<file path="config.mk">
export PLATFORM = sky130hd
export DESIGN_NAME = fraction_reduce_gcd
export DESIGN_NICKNAME = d
export VERILOG_FILES = /design/src/rtl/core/frg_pkg.sv /design/src/rtl/core/frg_divider.sv /design/src/rtl/core/fraction_reduce_gcd.sv
export SDC_FILE = /design/constraint.sdc
export NUM_CORES = 1
export LEC_CHECK = 0
export ABC_AREA = 0
export BUFFER_PORTS_ARGS = -buffer_cell sky130_fd_sc_hd__buf_2
export CAP_MARGIN = 20
export CORE_ASPECT_RATIO = 0.5
export CORE_UTILIZATION = 55
export CTS_CLUSTER_SIZE = 12
export DETAILED_ROUTE_END_ITERATION = 16
export PLACE_DENSITY = 0.82
export SYNTH_ARGS = -nofsm -noshare
export SYNTH_HDL_FRONTEND = slang
export SYNTH_SLANG_ARGS = --single-unit
</file>
<file path="constraint.sdc">
create_clock -name clk -period 10.8 [get_ports clk]
set_input_delay 1.08 -clock clk [delete_from_list [all_inputs] [get_ports clk]]
set_output_delay 1.08 -clock clk [all_outputs]
set_load 0.02 [all_outputs]
</file>
<file path="src/rtl/core/frg_pkg.sv">
`timescale 1ns / 1ps
// ----------------------------------------------------------------------------
// frg_pkg
// Shared width constants, divider handshake types and sign-magnitude helpers
// for the fraction reduction block.
// ----------------------------------------------------------------------------
package frg_pkg;

  localparam int DATA_WIDTH = 32;
  localparam int CNT_W      = $clog2(DATA_WIDTH);

  typedef logic [DATA_WIDTH-1:0] word_t;

  typedef struct packed {
    logic  go;
    word_t dividend;
    word_t divisor;
  } frg_div_req_t;

  typedef struct packed {
    logic  done;
    word_t quo;
    word_t rem;
  } frg_div_rsp_t;

  // two's complement word to magnitude
  function automatic word_t to_mag(input word_t x);
    word_t m;
    m = x[DATA_WIDTH-1] ? (~x + word_t'(1)) : x;
    return m;
  endfunction

  // sign and magnitude back to two's complement
  function automatic word_t from_sm(input logic neg, input word_t mag);
    word_t r;
    r = neg ? (~mag + word_t'(1)) : mag;
    return r;
  endfunction

endpackage

</file>
<file path="src/rtl/core/frg_divider.sv">
`timescale 1ns / 1ps
// ----------------------------------------------------------------------------
// frg_divider
// Unsigned restoring divider, one quotient bit per cycle. Gives quotient and
// remainder of two magnitudes; the divisor is never zero when started.
// ----------------------------------------------------------------------------
module frg_divider
  import frg_pkg::*;
(
  input  logic         clk,
  input  logic         rst,
  input  frg_div_req_t req,
  output frg_div_rsp_t rsp
);

  logic             busy;
  logic [CNT_W-1:0] cnt;
  word_t            quo;
  word_t            rem;
  word_t            dvs;
  logic             done;

  logic [DATA_WIDTH:0] shifted;
  logic [DATA_WIDTH:0] diff;
  logic                fits;

  always_comb begin
    shifted = {rem, quo[DATA_WIDTH-1]};
    diff    = shifted - {1'b0, dvs};
    fits    = shifted >= {1'b0, dvs};
  end

  always_ff @(posedge clk) begin
    if (rst) begin
      busy <= 1'b0;
      done <= 1'b0;
      cnt  <= '0;
    end else begin
      done <= 1'b0;
      if (req.go) begin
        busy <= 1'b1;
        cnt  <= CNT_W'(DATA_WIDTH - 1);
        quo  <= req.dividend;
        rem  <= '0;
        dvs  <= req.divisor;
      end else if (busy) begin
        quo <= {quo[DATA_WIDTH-2:0], fits};
        rem <= fits ? diff[DATA_WIDTH-1:0] : shifted[DATA_WIDTH-1:0];
        if (cnt == '0) begin
          busy <= 1'b0;
          done <= 1'b1;
        end else begin
          cnt <= cnt - CNT_W'(1);
        end
      end
    end
  end

  assign rsp.done = done;
  assign rsp.quo  = quo;
  assign rsp.rem  = rem;

`ifndef SYNTHESIS
  a_rem_below_divisor: assert property (@(posedge clk) disable iff (rst)
    done |-> (rem < dvs))
    else $error("remainder not below divisor");

  a_done_single: assert property (@(posedge clk) disable iff (rst)
    done |=> !done)
    else $error("divider done held longer than one cycle");

  a_go_nonzero_divisor: assert property (@(posedge clk) disable iff (rst)
    req.go |-> (req.divisor != '0))
    else $error("divider started with zero divisor");
`endif

endmodule

</file>
<file path="src/rtl/core/fraction_reduce_gcd.sv">
`timescale 1ns / 1ps
// ----------------------------------------------------------------------------
// fraction_reduce_gcd
// Reduces a signed fraction to lowest terms: Euclidean remainder loop with
// truncating remainders, then exact division of both parts by the divisor.
//
// channel   handshake          payload
// input     start / busy       num_in, den_in
// result    done (one cycle)   num_out, den_out, div_zero
//
// all divisions run one after another on the shared divider
// a transaction does k remainder steps, then one exact division for each part
// (k up to about 46 at 32 bits)
// a zero denominator answers in the next cycle with div_zero set
// synchronous reset returns to idle; the receiver cannot stall results
// ----------------------------------------------------------------------------
module fraction_reduce_gcd
  import frg_pkg::*;
(
  input  logic                         clk,
  input  logic                         rst,
  input  logic                         start,
  output logic                         busy,
  input  logic signed [DATA_WIDTH-1:0] num_in,
  input  logic signed [DATA_WIDTH-1:0] den_in,
  output logic                         done,
  output logic signed [DATA_WIDTH-1:0] num_out,
  output logic signed [DATA_WIDTH-1:0] den_out,
  output logic                         div_zero
);

  typedef enum logic [1:0] {
    S_IDLE,
    S_GCD,
    S_QN,
    S_QD
  } state_t;

  state_t       state;
  logic         n_neg;
  logic         d_neg;
  word_t        n_mag;
  word_t        d_mag;
  logic         x_neg;
  logic         y_neg;
  word_t        x_mag;
  word_t        y_mag;
  logic         div_go;
  frg_div_req_t div_req;
  frg_div_rsp_t div_rsp;

  word_t        in_n_mag;
  word_t        in_d_mag;
  logic         q_neg_n;
  logic         q_neg_d;

  always_comb begin
    in_n_mag = to_mag(word_t'(num_in));
    in_d_mag = to_mag(word_t'(den_in));
    q_neg_n  = (n_neg != y_neg) && (div_rsp.quo != '0);
    q_neg_d  = (d_neg != y_neg) && (div_rsp.quo != '0);
  end

  assign busy             = (state != S_IDLE);
  assign div_req.go       = div_go;
  assign div_req.dividend = x_mag;
  assign div_req.divisor  = y_mag;

  frg_divider u_div (
    .clk (clk),
    .rst (rst),
    .req (div_req),
    .rsp (div_rsp)
  );

  always_ff @(posedge clk) begin
    if (rst) begin
      state  <= S_IDLE;
      done   <= 1'b0;
      div_go <= 1'b0;
    end else begin
      done   <= 1'b0;
      div_go <= 1'b0;
      case (state)
        S_IDLE: begin
          if (start) begin
            n_neg <= num_in[DATA_WIDTH-1];
            n_mag <= in_n_mag;
            d_neg <= den_in[DATA_WIDTH-1];
            d_mag <= in_d_mag;
            if (in_d_mag == '0) begin
              done     <= 1'b1;
              div_zero <= 1'b1;
              num_out  <= '0;
              den_out  <= '0;
            end else begin
              x_neg  <= num_in[DATA_WIDTH-1];
              x_mag  <= in_n_mag;
              y_neg  <= den_in[DATA_WIDTH-1];
              y_mag  <= in_d_mag;
              div_go <= 1'b1;
              state  <= S_GCD;
            end
          end
        end
        S_GCD: begin
          if (div_rsp.done) begin
            div_go <= 1'b1;
            if (div_rsp.rem == '0) begin
              x_mag <= n_mag;
              state <= S_QN;
            end else begin
              x_mag <= y_mag;
              x_neg <= y_neg;
              y_mag <= div_rsp.rem;
              y_neg <= x_neg;
            end
          end
        end
        S_QN: begin
          if (div_rsp.done) begin
            num_out <= from_sm(q_neg_n, div_rsp.quo);
            x_mag   <= d_mag;
            div_go  <= 1'b1;
            state   <= S_QD;
          end
        end
        S_QD: begin
          if (div_rsp.done) begin
            den_out  <= from_sm(q_neg_d, div_rsp.quo);
            div_zero <= 1'b0;
            done     <= 1'b1;
            state    <= S_IDLE;
          end
        end
        default: begin
          state <= S_IDLE;
        end
      endcase
    end
  end

`ifndef SYNTHESIS
  a_done_when_idle: assert property (@(posedge clk) disable iff (rst)
    done |-> !busy)
    else $error("result strobe while busy");

  a_zero_den_fast: assert property (@(posedge clk) disable iff (rst)
    (start && !busy && (den_in == '0)) |=> (done && div_zero))
    else $error("zero denominator not flagged");

  a_zero_den_outputs: assert property (@(posedge clk) disable iff (rst)
    (done && div_zero) |-> ((num_out == '0) && (den_out == '0)))
    else $error("error result carries nonzero fields");

  a_den_nonzero: assert property (@(posedge clk) disable iff (rst)
    (done && !div_zero) |-> (den_out != '0))
    else $error("reduced denominator is zero");
`endif

endmodule
</file>
# Word-level counts from Yosys, hierarchy flattened
# Index checks and enable logic that the tools add are counted.
totals:
  reg_bits: 304
  word_cells: 129
  out_inout_bits: 67
  in_bits: 67
classes:
  eq_ne: 14
  addsub: 5
  order_cmp: 1
  bitwise: 5
  reduce_logical: 24
  muxes: 60
op_table:
  columns: ["cell", "n"]
  rows:
  - ["32-bit 2-to-1 mux", 21]
  - ["32-bit case mux with 2 select lines", 3]
  - ["32-bit by 1-bit adder with 32-bit output, second input constant", 3]
  - ["32-bit inverter", 3]
  - ["32-bit case mux with 3 select lines", 1]
  - ["32-bit logical NOT", 2]
  - ["33-bit by 32-bit >= comparator with 1-bit output", 1]
  - ["32-bit nonzero test", 1]
  - ["32-bit subtractor", 1]
  - ["1-bit 2-to-1 mux", 20]
  - ["6-bit AND reduction", 3]
  - ["5-bit 2-to-1 mux", 3]
  - ["2-bit 2-to-1 mux", 6]
  - ["2-bit != test, second input constant", 6]
  - ["1-bit case mux with 2 select lines", 5]
  - ["5-bit AND reduction", 2]
  - ["2-bit nonzero test", 5]
  - ["2-bit case mux with 4 select lines", 1]
  - ["2-bit by 1-bit != test with 1-bit output, second input constant", 3]
  - ["2-bit AND reduction", 3]
  - ["5-bit logical NOT", 1]
  - ["5-bit by 1-bit subtractor with 5-bit output, second input constant", 1]
  - ["2-bit == test, second input constant", 2]
  - ["3-bit AND reduction", 1]
  - ["8 further kinds", 11]

# Logic depth before layout (Yosys ltp)
logic_depth:
  word_depth: 7
  depth_mapped: 14
  mapped_depth_nobuf: 12

# Modules after synthesis
# Synthesis repeated with hierarchy kept, for this count alone.
hier_totals:
  cells_unflattened: 1506
  hier_area_um2: 16762.3
modules_own_cells:
  columns: ["mod", "seq_area_each_um2", "cells_each", "area_per_inst_um2", "n_inst"]
  rows:
  - ["fraction_reduce_gcd", 5995.8, 971, 10905.5, 1]
  - ["frg_divider", 3022.9, 535, 5856.9, 1]

# Least setup slack after synthesis
# OpenSTA, ideal clock, no wires.
synth_path:
  path_type: "input-to-reg"
  from: "input den_in[0]"
  to: "register x_mag[0] (enable)"
  arrival_ps: 8745
  setup_time_ps: 595
  setup_slack_ps: 1460
  required_time_ps: 10205
  stages: 12
  path_cell_list: "inv_1 -> ha_1 -> or4b_1 -> clkbuf_1 -> or4_1 -> o41ai_1 -> xnor2_1 -> nor3_1 -> and4_1 -> buf_4 -> nand2b_1 -> a2111oi_0"
synth_via:
  elab_chain_len: 6
synth_lines:
  columns: ["item", "line", "source"]
  rows:
  - ["start: declaration", "fraction_reduce_gcd.sv:25", "input logic signed [DATA_WIDTH-1:0] den_in,"]
  - ["32-bit inverter", "frg_pkg.sv:29", "m = x[DATA_WIDTH-1] ? (~x + word_t'(1)) : x;"]
  - ["32-bit by 1-bit adder with 32-bit output", "frg_pkg.sv:29", null]
  - ["32-bit 2-to-1 mux", "frg_pkg.sv:29", null]
  - ["named net in_d_mag[26]", "fraction_reduce_gcd.sv:53", "word_t in_d_mag;"]
  - ["32-bit logical NOT", "fraction_reduce_gcd.sv:91", "if (in_d_mag == '0) begin"]
  - ["2-bit != test (no source line)", null, null]
  - ["6-bit AND reduction (no source line)", null, null]
  - ["end signal: assignment", "fraction_reduce_gcd.sv:98", "x_mag <= in_n_mag;"]
  - ["end signal: assignment", "fraction_reduce_gcd.sv:110", "x_mag <= n_mag;"]
  - ["end signal: assignment", "fraction_reduce_gcd.sv:113", "x_mag <= y_mag;"]
  - ["end: declaration", "fraction_reduce_gcd.sv:46", "word_t x_mag;"]
# The timed path passes the listed nets, and every way through them passes these cells.
# A chain may end at the register's enable or synchronous reset.

# Final worst setup path
layout_path:
  from: "input den_in[0]"
  to: "register den_out[27] (enable)"
layout_via:
  elab_chain_len: 6
layout_lines:
  columns: ["item", "line", "source"]
  rows:
  - ["32-bit inverter", "frg_pkg.sv:29", null]
  - ["32-bit by 1-bit adder with 32-bit output", "frg_pkg.sv:29", null]
  - ["32-bit 2-to-1 mux", "frg_pkg.sv:29", null]
  - ["named net in_d_mag[18]", "fraction_reduce_gcd.sv:53", null]
  - ["32-bit logical NOT", "fraction_reduce_gcd.sv:91", null]
  - ["2-bit != test (no source line)", null, null]
  - ["5-bit AND reduction (no source line)", null, null]
  - ["end signal: assignment", "fraction_reduce_gcd.sv:130", "den_out <= from_sm(q_neg_d, div_rsp.quo);"]
  - ["end: declaration", "fraction_reduce_gcd.sv:28", "output logic signed [DATA_WIDTH-1:0] den_out,"]
# The timed path passes the listed nets, and every way through them passes these cells.

==> impl_metrics.csv <==
group,metric,value,unit
power,p_sw,1537,uW
grt,antenna_found_initial,1,
place,io_buffer_count,133,
clock_network,htree_levels,1,
sta,setup_viol,0,
power,ir_drop,122.4,uV
cells_and_area,nNetsFinal,1686,
clock_network,cts_post_setup_buffers_inserted,0,
clock_network,cts_hold_buf,0,
logic_synthesis,netlist_area,16640,sq um
place,place_area,17650,sq um
worst_setup_path,r2r.worst_path.cells,11,
place,place_inst,1935,
logic_synthesis,synth_top_area_cell,"edfxtp_1",
worst_hold_path,worstHoldStart,"y_mag[7]$_DFFE_PP_",
grt,grt_pass1_vias,11840,
cells_and_area,layout-drive-gt1-share,0.1793,
floorplan,core-area,29340,sq um
worst_setup_path,crit_fanout,33,
grt,grt_max_degree,77,
clock_network,insertion_delay,570,ps
cells_and_area,syn_to_final_growth,11.65,%
grt,grt_pass1_wl,67.86,mm
floorplan,die_y,125.0,um
power,power-per-cell-area,233.3,nW/um^2
grt,grt_usage,0.2838,
status,status,"complete, no violations",
worst_setup_path,cp.required,11010,ps
cells_and_area,final_cell_area,18570,sq um
routing,wire_per_inst,22.06,um
clock_network,clock_path_buffers,3,
worst_hold_path,min_delay_path_depth,0,
power,power.share.switching,0.3547,
worst_setup_path,critPathLaunchType,"input port",
logic_synthesis,syn_inst,1475,
logic_synthesis,synth.avg_cell_area,11.28,sq um
sta,worstMarginPinSlew,984.7,ps
sta,rsz0062_at_grt,"false",
sta,layout_setup_ws,5522,ps
cells_and_area,fillCellCount,2198,
routing,ant_nets,0,
sta,drv_slew,0,
clock_network,cts.clk_slew.worst_paths,60,ps
logic_synthesis,ys_ff_latch,304,
worst_setup_path,critPathKind,"in -> reg",
worst_setup_path,cp-startpoint,"den_in[0]",
floorplan,die_area,30990,sq um
clock_network,ctsResizeCount,0,
routing,vias,12440,
place,hpwlAfterDp,31.28,mm
worst_setup_path,cp.arrival,5490,ps
worst_setup_path,worstSetupEndpointType,"flip-flop",
logic_synthesis,synth_warnings,0,
logic_synthesis,synth_top_cell_area_share,0.5289,
place,post-place-ws,5059,ps
routing,dr.first_iter.drc_count,1596,
power,intPower,2796,uW
grt,grt_overflow,0,
sta,fin_skew,19.09,ps
logic_synthesis,synth_edf_count,293,
sta,clock.fmax,189.5,MHz
sta,relSlewSlack,0.3432,
sta,setup_tns,0,ps
routing,drt_first_pass_iters,6,
worst_hold_path,hold_path.class,"reg -> reg",
clock_network,numCtsBuffers,30,
worst_setup_path,r2r-start,"u_div.quo[0]$_DFFE_PP_",
logic_synthesis,synthFlopType,"edfxtp_1",
clock_network,clock-sinks,304,
routing,drc,0,
cells_and_area,final_cells,1987,
floorplan,io_pins,134,
clock_network,cts_tree,"yes",
routing,drt-total-wl,43.83,mm
sta,hold_viol,0,
power,power_frac_comb,0.341,
logic_synthesis,syn_nets,1584,
power,power_frac_seq,0.430,
power,p_clk_frac,0.229,
logic_synthesis,yosysSeqAreaShare,0.5421,
logic_synthesis,ys_types,72,
logic_synthesis,async_flop_share,0,
clock_network,cts_root_buffer,"clkbuf_16",
routing,vias_per_cell,6.262,
sta,post-route-period-util,0.4887,
floorplan,start_util,0.5669,
logic_synthesis,synth_area_leaders,"edfxtp_1 (53%), mux2_2 (5.1%), xnor2_1 (5.1%)",
sta,min_period,5278,ps
floorplan,die_w,248.0,um
floorplan,fp-row-count,44,
job,cap_violations,0,
power,leakagePower,0.006637,uW
place,gp_congestion,0.9241,
-- power by group through the flow --
| stage | Sequential [uW] | Clock (uW) | Combinational, uW |
|---|---|---|---|
| floorplan | 1890 | 0 | 988 |
| global placement | 1870 | 0 | 1400 |
| detailed placement | 1870 | 0 | 1450 |
| CTS | 1860 | 1010 | 1460 |
| global route | 1880 | 1050 | 1610 |
| finish | 1860 | 992 | 1480 |
-- Yosys cell counts (all sizes together) (3+ instances only) --
cell type	number
inv	60
or3	39
nand3b	5
ha	41
o31ai	22
nand2	127
a22oi	16
a21o	16
nor4	22
o21bai	5
and3	4
o21a	5
nor2	145
a31oi	6
a221oi	21
clkbuf	65
dfxtp	11
or4b	5
or2	6
xnor2	96
a2111oi	6
buf	13
or4	25
nand3	11
o41ai	12
a21oi	65
and2	30
a211oi	5
edfxtp	293
mux2i	29
nand4	8
nor4b	4
a21boi	11
nor2b	8
nor3	23
o21ai	59
nand2b	16
o211ai	3
mux2	75
xor2	33
nor3b	5
-- worst max-delay path, stage by stage --
cell,delay [ps]
buf_2,140
inv_1,80
ha_1,200
or4b_1,630
or4_1,700
o31ai_1,280
xnor2_1,170
or4_1,590
nor3_1,200
and4_1,540
a21oi_4,140
a2111oi_4,280
buf_4,430
-- cell families (layout without fill, tap and decap cells) --
kind of cell,Yosys count,after routing,synth area share
flip-flops,304,304,0.5421
adder cells (fa/ha/maj),42,42,0.03204
other,0,1,0
buffers and inverters,138,258,0.03234
AND/OR/NAND/NOR,489,489,0.1465
multiplexers,104,104,0.06822
AO/OA/AOI/OAI,269,269,0.1109
XOR/XNOR,129,129,0.06792
-- sequential cells by signal, indices dropped and copies added (netlist names) --
register	count
div_go	1
n_neg	1
x_neg	1
u_div.rem	32
u_div.dvs	32
u_div.quo	32
u_div.done	1
den_out	32
done	1
n_mag	32
d_mag	32
d_neg	1
num_out	32
u_div.cnt	5
y_mag	32
div_zero	1
y_neg	1
u_div.busy	1
state	2
x_mag	32
-- layout make-up --
cell class | count | area [sq um] | area share
repair buffers | 148 | 810.8 | 0.04365
well taps | 391 | 489.2 | 0.02634
inverters | 60 | 225.2 | 0.01213
clock buffers | 44 | 803.3 | 0.04325
clock inverters | 6 | 93.84 | 0.005052
diodes | 1 | 2.502 | 0.0001347
multi-input cells | 1033 | 7129 | 0.3838
flip-flops and latches | 304 | 9020 | 0.4856
-- metrics by stage --
stage	total power, uW	util	hold slack [ps]
6_report	4333	0.6330	464.9
3_5_place_dp	3320	0.6014	445.2
4_1_cts	4321	0.6320	459.9
5_1_grt	4545	0.6330	471.5
3_3_place_gp	3265	0.6007	449.6
2_1_floorplan	2879	-	422.2
-- worst paths after layout --
check / endpoint / slack, ps
setup / recovery: den_out[27]$_SDFFCE_PN0P_ / 5520
hold / removal: u_div.dvs[7]$_DFFE_PP_ / 460
setup reg to reg: den_out[25]$_SDFFCE_PN0P_ / 6460
hold reg to reg: u_div.dvs[7]$_DFFE_PP_ / 460
-- placed cells by master (no fill, tap or decap), types with 7 or more instances in the layout --
cell | synthesis | routed
a21o_1 | 16 | 16
a22oi_1 | 16 | 16
inv_1 | 60 | 60
dfxtp_1 | 11 | 10
nand2_1 | 127 | 127
o21ai_0 | 58 | 58
xnor2_1 | 96 | 96
edfxtp_1 | 293 | 293
nand2b_1 | 16 | 16
clkbuf_1 | 65 | 14
buf_2 | 1 | 133
or4_1 | 24 | 24
mux2i_1 | 29 | 29
nand3_1 | 11 | 11
nor2_1 | 145 | 142
o31ai_1 | 21 | 21
o41ai_1 | 11 | 11
nand4_1 | 8 | 8
ha_1 | 41 | 38
mux2_2 | 75 | 75
nor2b_1 | 8 | 7
clkbuf_16 | 0 | 30
a221oi_1 | 21 | 21
or3_1 | 39 | 39
buf_4 | 1 | 13
a21oi_1 | 64 | 63
and2_1 | 29 | 29
a21boi_0 | 11 | 11
nor3_1 | 22 | 22
nor4_1 | 22 | 22
xor2_1 | 33 | 33
-- layer usage --
layer	track usage	share of wire
met5	0	0
met1	0.4206	0.43
met2	0.4190	0.43
met3	0.06505	0.10
met4	0.07651	0.027
No activity file was read; power rests on OpenSTA's default activity.
